<file path="src/design/r2fft_pkg.sv">
// Package for the radix-2 FFT block: sizes, codes, controller types,
// command/status structs and the quarter-wave sine ROM. No dependencies.
package r2fft_pkg;

  localparam int MAX_LOG_SIZE  = 10;
  localparam int SAMPLE_BITS   = 16;
  localparam int TWIDDLE_BITS  = 16;
  localparam int INTERNAL_BITS = 28;

  localparam int ADDR_BITS = MAX_LOG_SIZE;
  localparam int FULL_N    = 1 << MAX_LOG_SIZE;
  localparam int QUART_N   = FULL_N / 4;
  localparam int LOG_BITS  = 4;
  localparam int ACC_BITS  = INTERNAL_BITS + 4;
  localparam int WORD_BITS = 2 * INTERNAL_BITS;
  localparam int CFG_IDX_BITS  = 1;
  localparam int CFG_DATA_BITS = 4;
  localparam int TW_SHIFT  = 32 - TWIDDLE_BITS;

  localparam longint unsigned PI_Q31 = 64'd6746518852;

  localparam logic [CFG_IDX_BITS-1:0] REG_INVERSE_MODE = 1'b0;
  localparam logic [CFG_IDX_BITS-1:0] REG_LOG_SIZE     = 1'b1;

  localparam logic OP_LOAD = 1'b0;
  localparam logic OP_READ = 1'b1;

  localparam logic STATUS_OK    = 1'b0;
  localparam logic STATUS_EMPTY = 1'b1;

  typedef enum logic [3:0] {
    ST_IDLE,
    ST_READ,
    ST_BR_RA,
    ST_BR_RB,
    ST_BR_WA,
    ST_BR_WB,
    ST_BF_RA,
    ST_BF_RB,
    ST_BF_MUL,
    ST_BF_WT,
    ST_BF_WB
  } state_e;

  typedef struct packed {
    logic load_acc;
    logic read_acc;
    logic read_out;
    logic br_rd_a;
    logic br_rd_b;
    logic br_wr_a;
    logic br_wr_b;
    logic br_skip;
    logic bf_rd_a;
    logic bf_rd_b;
    logic bf_mul;
    logic bf_wr_t;
    logic bf_wr_b;
  } cmd_t;

  typedef struct packed {
    logic load_full;
    logic frame_ready;
    logic out_free;
    logic br_swap;
    logic br_last;
    logic mul_done;
    logic bf_last;
    logic stage_last;
  } stat_t;

  typedef logic [TWIDDLE_BITS-1:0] sin_rom_t [QUART_N+1];

  // shift-and-subtract quotient, only evaluated while building the ROM
  function automatic longint unsigned div_u64(longint unsigned num, longint unsigned den);
    longint unsigned q;
    longint unsigned rem;
    q   = 64'd0;
    rem = 64'd0;
    for (int b = 63; b >= 0; b--) begin
      rem = (rem << 1) | ((num >> b) & 64'd1);
      if (rem >= den) begin
        rem = rem - den;
        q   = q | (64'd1 << b);
      end
    end
    return q;
  endfunction

  // Taylor series in Q31, angle in [0, pi/4]; odd selects sine
  function automatic longint unsigned series_q31(longint unsigned x, bit odd);
    longint unsigned x2;
    longint unsigned term;
    longint unsigned d;
    longint          sum;
    x2   = (x * x) >> 31;
    term = odd ? x : (64'd1 << 31);
    sum  = longint'(term);
    for (int i = 1; i < 24; i++) begin
      if (term != 0) begin
        d = odd ? longint'(2 * i) * longint'(2 * i + 1)
                : longint'(2 * i - 1) * longint'(2 * i);
        term = div_u64((term * x2) >> 31, d);
        if ((i & 1) != 0) sum = sum - longint'(term);
        else sum = sum + longint'(term);
      end
    end
    return (sum < 0) ? 64'd0 : longint'(sum);
  endfunction

  function automatic longint unsigned to_twiddle(longint unsigned q31);
    longint unsigned r;
    longint unsigned top;
    top = (64'd1 << (TWIDDLE_BITS - 1)) - 64'd1;
    r   = q31;
    if (TW_SHIFT > 0) r = (q31 + (64'd1 << (TW_SHIFT - 1))) >> TW_SHIFT;
    if (r > top) r = top;
    return r;
  endfunction

  function automatic sin_rom_t build_rom();
    sin_rom_t        rom;
    longint unsigned x;
    for (int k = 0; k <= FULL_N / 8; k++) begin
      x = (PI_Q31 * 64'd2 * longint'(k) + FULL_N / 2) / FULL_N;
      rom[QUART_N-k] = TWIDDLE_BITS'(to_twiddle(series_q31(x, 1'b0)));
      rom[k]         = TWIDDLE_BITS'(to_twiddle(series_q31(x, 1'b1)));
    end
    return rom;
  endfunction

  localparam sin_rom_t SIN_ROM = build_rom();

  // sine of 2*pi*idx/FULL_N, folded from the quarter wave
  function automatic logic signed [TWIDDLE_BITS-1:0] rom_sin(logic [ADDR_BITS-1:0] idx);
    logic [1:0]                    quad;
    logic [ADDR_BITS-3:0]          r;
    logic [ADDR_BITS-2:0]          ri;
    logic signed [TWIDDLE_BITS-1:0] v;
    quad = idx[ADDR_BITS-1 -: 2];
    r    = idx[ADDR_BITS-3:0];
    ri   = quad[0] ? ((ADDR_BITS-1)'(QUART_N) - {1'b0, r}) : {1'b0, r};
    v    = SIN_ROM[ri];
    return quad[1] ? -v : v;
  endfunction

  function automatic logic [ADDR_BITS-1:0] rev_bits(logic [ADDR_BITS-1:0] v,
                                                    logic [LOG_BITS-1:0] lg);
    logic [ADDR_BITS-1:0] r;
    for (int b = 0; b < ADDR_BITS; b++) r[b] = v[ADDR_BITS-1-b];
    return r >> (LOG_BITS'(ADDR_BITS) - lg);
  endfunction

  function automatic logic signed [INTERNAL_BITS-1:0] sat_word(logic signed [ACC_BITS-1:0] v);
    logic signed [ACC_BITS-1:0] hi;
    logic signed [ACC_BITS-1:0] lo;
    hi = ACC_BITS'((64'sd1 <<< (INTERNAL_BITS - 1)) - 64'sd1);
    lo = -hi - ACC_BITS'(1);
    if (v > hi) return INTERNAL_BITS'(hi);
    if (v < lo) return INTERNAL_BITS'(lo);
    return INTERNAL_BITS'(v);
  endfunction

endpackage

</file>
<file path="src/design/r2fft_ctrl.sv">
// Controller of the radix-2 FFT: sequences load, read, bit-reverse
// reordering and butterfly passes. Uses r2fft_pkg.
module r2fft_ctrl import r2fft_pkg::*; (
  input  logic  clk_i,
  input  logic  rst_ni,
  input  logic  in_valid_i,
  input  logic  in_op_i,
  output logic  in_ready_o,
  input  stat_t stat_i,
  output cmd_t  cmd_o
);
  state_e state_q, state_d;
  logic   acc;

  always_ff @(posedge clk_i or negedge rst_ni) begin
    if (!rst_ni) begin
      state_q <= ST_IDLE;
    end else begin
      state_q <= state_d;
    end
  end

  always_comb begin
    state_d    = state_q;
    cmd_o      = '0;
    in_ready_o = (state_q == ST_IDLE) && stat_i.out_free;
    acc        = in_valid_i && in_ready_o;
    case (state_q)
      ST_IDLE: begin
        if (acc && in_op_i == OP_LOAD) begin
          cmd_o.load_acc = 1'b1;
          if (stat_i.load_full) state_d = ST_BR_RA;
        end else if (acc) begin
          cmd_o.read_acc = 1'b1;
          if (stat_i.frame_ready) state_d = ST_READ;
        end
      end
      ST_READ: begin
        cmd_o.read_out = 1'b1;
        state_d        = ST_IDLE;
      end
      ST_BR_RA: begin
        if (stat_i.br_swap) begin
          cmd_o.br_rd_a = 1'b1;
          state_d       = ST_BR_RB;
        end else begin
          cmd_o.br_skip = 1'b1;
          if (stat_i.br_last) state_d = ST_BF_RA;
        end
      end
      ST_BR_RB: begin
        cmd_o.br_rd_b = 1'b1;
        state_d       = ST_BR_WA;
      end
      ST_BR_WA: begin
        cmd_o.br_wr_a = 1'b1;
        state_d       = ST_BR_WB;
      end
      ST_BR_WB: begin
        cmd_o.br_wr_b = 1'b1;
        state_d       = stat_i.br_last ? ST_BF_RA : ST_BR_RA;
      end
      ST_BF_RA: begin
        cmd_o.bf_rd_a = 1'b1;
        state_d       = ST_BF_RB;
      end
      ST_BF_RB: begin
        cmd_o.bf_rd_b = 1'b1;
        state_d       = ST_BF_MUL;
      end
      ST_BF_MUL: begin
        cmd_o.bf_mul = 1'b1;
        if (stat_i.mul_done) state_d = ST_BF_WT;
      end
      ST_BF_WT: begin
        cmd_o.bf_wr_t = 1'b1;
        state_d       = ST_BF_WB;
      end
      ST_BF_WB: begin
        cmd_o.bf_wr_b = 1'b1;
        state_d = (stat_i.bf_last && stat_i.stage_last) ? ST_IDLE : ST_BF_RA;
      end
      default: state_d = ST_IDLE;
    endcase
  end
endmodule

</file>
<file path="config.mk">
export PLATFORM = sky130hd
export DESIGN_NAME = r2fft_ctrl
export DESIGN_NICKNAME = d
export VERILOG_FILES = /design/src/design/r2fft_pkg.sv /design/src/design/r2fft_ctrl.sv
export SDC_FILE = /design/constraint.sdc
export NUM_CORES = 1
export LEC_CHECK = 0
export ABC_AREA = 1
export BUFFER_PORTS_ARGS = -buffer_cell sky130_fd_sc_hd__clkbuf_2
export CAP_MARGIN = 15
export CORE_AREA = 2 2 39 41
export CTS_CLUSTER_DIAMETER = 80
export DETAILED_ROUTE_END_ITERATION = 10
export DIE_AREA = 0 0 41 43
export PLACE_DENSITY = 0.62
export SKIP_LAST_GASP = 1
export SLEW_MARGIN = 10
export SYNTH_ARGS = -nofsm -noshare
export SYNTH_HDL_FRONTEND = slang
export SYNTH_SLANG_ARGS = --single-unit
export TNS_END_PERCENT = 10
</file>
<file path="constraint.sdc">
create_clock -name clk_i -period 3.7 [get_ports clk_i]
set_input_delay 0.74 -clock clk_i [delete_from_list [all_inputs] [get_ports clk_i]]
set_output_delay 0.74 -clock clk_i [all_outputs]
set_load 0.03 [all_outputs]
</file>
==> results_dict.tcl <==
set metrics [dict create \
    final_max_slew_viol_count 0 \
    layout-area-overhead-vs-synth_pct 42.14 \
    cts.repair.resized 0 \
    hp-class "in2async" \
    period_needed_ns 2.216 \
    synth_area_per_cell_um2 5.526 \
    largest_registers "state_q (4)" \
    number_of_flip_flops_under_the_largest_register_name 4 \
    reg2reg_from "state_q[2]$_DFFE_PN0P_" \
    dieArea_mm2 0.001763 \
    slew_headroom 0.8109 \
    leakage_nw 0.3848 \
    cts.hold.buffers_added 0 \
    path_class "reg2out" \
    ioPinCount 26 \
    timing.rr.end "state_q[0]$_DFFE_PN0P_" \
    clk-insertion-delay-late_ns 0.24 \
    total_switching_power_mw 0.1617 \
    setup_crit_end_kind "primary output" \
    muxShareOfSynthArea 0 \
    gp_congestion 0.8160 \
    floorplan.die.height_um 43 \
    diodes 0 \
    ant_nets 0 \
    h-tree-depth 1 \
    drc 0 \
    cts.sink_count 4 \
    ys.warnings.count 0 \
    chipWidth_um 41 \
    synthXorXnorAreaFrac 0 \
    timing.hold.ws_ns 0.3000 \
    hpwlAfterDp_um 885.5 \
    worst_clock_skew_ns 0.004960 \
    met2_length_um 521 \
    num-nets-final 114 \
    tritoncts "built" \
    first_global_vias 456 \
    final_hold_viol_count 0 \
    drive_gt1_frac 0.3600 \
    fmaxAchievable_ghz 0.4512 \
    post_cts.repair.setup_buffers 0 \
    cts_made_buffers 3 \
    wl_met1_um 429 \
    power_density_mw_per_mm2 549.5 \
    power.internal_mw 0.1491 \
    outcome "finished clean" \
    tns_ns 0 \
    grt_max_degree 8 \
    synth_sequential_area_ratio 0.2516 \
    swShare 0.5203 \
    final_critical_path_setup_slack_ns 1.484 \
    overflow 0 \
    synth_compound_area_frac 0.06918 \
    synthCells 72 \
    ys_types 15 \
    design.core.area_mm2 0.001384 \
    num_rows 14 \
    wirelength_um 1016 \
    initialDrtViolationCount 6 \
    top_layer "met3" \
    highest_fanout_seen_on_the_critical_path 4 \
    clock-root-buffer "sky130_fd_sc_hd__clkbuf_4" \
    finalSetupViolations 0 \
    cts_buffer_depth 2 \
    cp_data_required_time_ns 2.96 \
    fillers 153 \
    slack_of_the_worst_reg_to_reg_path_ns 2.37 \
    r2r_cells 8 \
    antenna_found_initial 0 \
    initial_core_util 0.2875 \
    grt_pass1_wl_um 1794 \
    syn-cell-area_um2 397.9 \
    postSynthNetCount 84 \
    drt-wirelength-per-cell_um 8.759 \
    setup_repair_after_global_routing_missed_its_margin "no" \
    seqPwrFrac 0.220 \
    num_vias 516 \
    synth_seq_cells 4 \
    met3_wirelength_um 65 \
    cts.reportedPaths.clkPinSlew_ns 0.04 \
    max_cap_viol_count 0 \
    clkPwrFrac 0.174 \
    largest-register "state_q" \
    synth-adder-area-share 0 \
    period_share 0.5990 \
    timing_worst_slew_pin_value_ns 0.2812 \
    synthSimpleGateAreaFrac 0.5472 \
    critical_path_arrival_ns 1.48 \
    firstDrtPassIters 3 \
    groute.usage.overall 0.1551 \
    place_ws_ns 1.579 \
    io_buffers 25 \
    route.detailed.vias_per_inst 4.448 \
    share_comb_of_total_power 0.606 \
    synth_top_family_by_area "simple AND/OR/NAND/NOR gates" \
    worstSetupStartpointType "flop" \
    peakVddDrop_mv 0.2373 \
]
## final cells by class
type	instances	area [um^2]	area share
Multi-Input combinational cell	54	245.2	0.4336
Timing Repair Buffer	25	125.1	0.2212
Sequential cell	4	100.1	0.1770
Inverter	14	52.55	0.09292
Clock buffer	3	22.52	0.03982
Tap cell	16	20.02	0.03540
## worst max-delay path, stage by stage, from the launching register on
cell and delay (ns):
sky130_fd_sc_hd__dfrtp_1 0.40, sky130_fd_sc_hd__nor2_1 0.22, sky130_fd_sc_hd__nand2_2 0.12, sky130_fd_sc_hd__nor2_4 0.12
sky130_fd_sc_hd__nand3_1 0.11, sky130_fd_sc_hd__inv_2 0.07, sky130_fd_sc_hd__clkbuf_2 0.19
## cell usage after synthesis (all sizes together)
cell	instances	share of area
nand2	22	0.22
inv	14	0.13
nand4	1	0.016
a41oi	1	0.022
o31ai	1	0.019
nor3	2	0.025
nor2	21	0.24
o22ai	1	0.016
a21oi	1	0.013
dfrtp	4	0.25
nand3	4	0.050
## per-layer routing
metal / vias to the layer above / global-route usage
met2: 17 / 0.2313
met1: 224 / 0.1818
met3: 0 / 0.04712
li1: 275 / -
met4: 0 / 0.1000
met5: - / 0
## how the worst max path moves through the flow
stage                                 startpoint         to  slack [ns]  depth (start not counted)
after floorplan                        stat_i[5]  cmd_o[11]        1.46                          4
after global placement                 stat_i[5]  cmd_o[12]        1.59                          6
after detailed placement               stat_i[5]  cmd_o[12]        1.58                          6
after CTS                 state_q[2]$_DFFE_PN0P_  cmd_o[12]        1.47                          6
after global routing      state_q[2]$_DFFE_PN0P_  cmd_o[12]        1.38                          6
final                     state_q[2]$_DFFE_PN0P_  cmd_o[12]        1.48                          6
## cells by family after synthesis
kind of cell / count (synthesis)
and+or+nand+nor: 50
buffers and inverters: 14
DFF: 4
AOI/OAI and AO/OA: 4
## power groups by stage
| stage | Combinational [mW] | Clock [mW] | Sequential, mW |
|---|---|---|---|
| floorplan | 0.146 | 0 | 0.0662 |
| global placement | 0.190 | 0 | 0.0692 |
| detailed placement | 0.190 | 0 | 0.0689 |
| CTS | 0.191 | 0.0567 | 0.0685 |
| global route | 0.212 | 0.0600 | 0.0707 |
| finish | 0.188 | 0.0540 | 0.0685 |
## through the flow
| stage | instances | cell area (um^2) | total power, mW | utilization |
|---|---|---|---|---|
| after CTS | 116 | 565.5 | 0.3160 | 0.4087 |
| after detailed placement | 113 | 543.0 | 0.2587 | 0.3924 |
| after global placement | 113 | 543.0 | 0.2595 | 0.3924 |
| after global routing | 116 | 565.5 | 0.3432 | 0.4087 |
| after floorplan | 72 | 397.9 | 0.2127 | - |
| final | 116 | 565.5 | 0.3107 | 0.4087 |
## cell usage in the layout (no fill, tap or decap)
cell	synthesis	routed
sky130_fd_sc_hd__clkbuf_2	0	25
sky130_fd_sc_hd__a21oi_1	1	1
sky130_fd_sc_hd__o31ai_1	1	1
sky130_fd_sc_hd__nor3_1	2	2
sky130_fd_sc_hd__o22ai_1	1	1
sky130_fd_sc_hd__a41oi_1	1	1
sky130_fd_sc_hd__nand2_2	2	2
sky130_fd_sc_hd__nor2_4	1	1
sky130_fd_sc_hd__clkbuf_4	0	3
sky130_fd_sc_hd__nand2_1	20	20
sky130_fd_sc_hd__nor2_1	17	17
sky130_fd_sc_hd__nand4_1	1	1
sky130_fd_sc_hd__inv_2	2	2
sky130_fd_sc_hd__dfrtp_1	4	4
sky130_fd_sc_hd__inv_1	12	12
sky130_fd_sc_hd__nand3_1	4	4
sky130_fd_sc_hd__nor2_2	3	3
(Power assumes the default switching activity.)
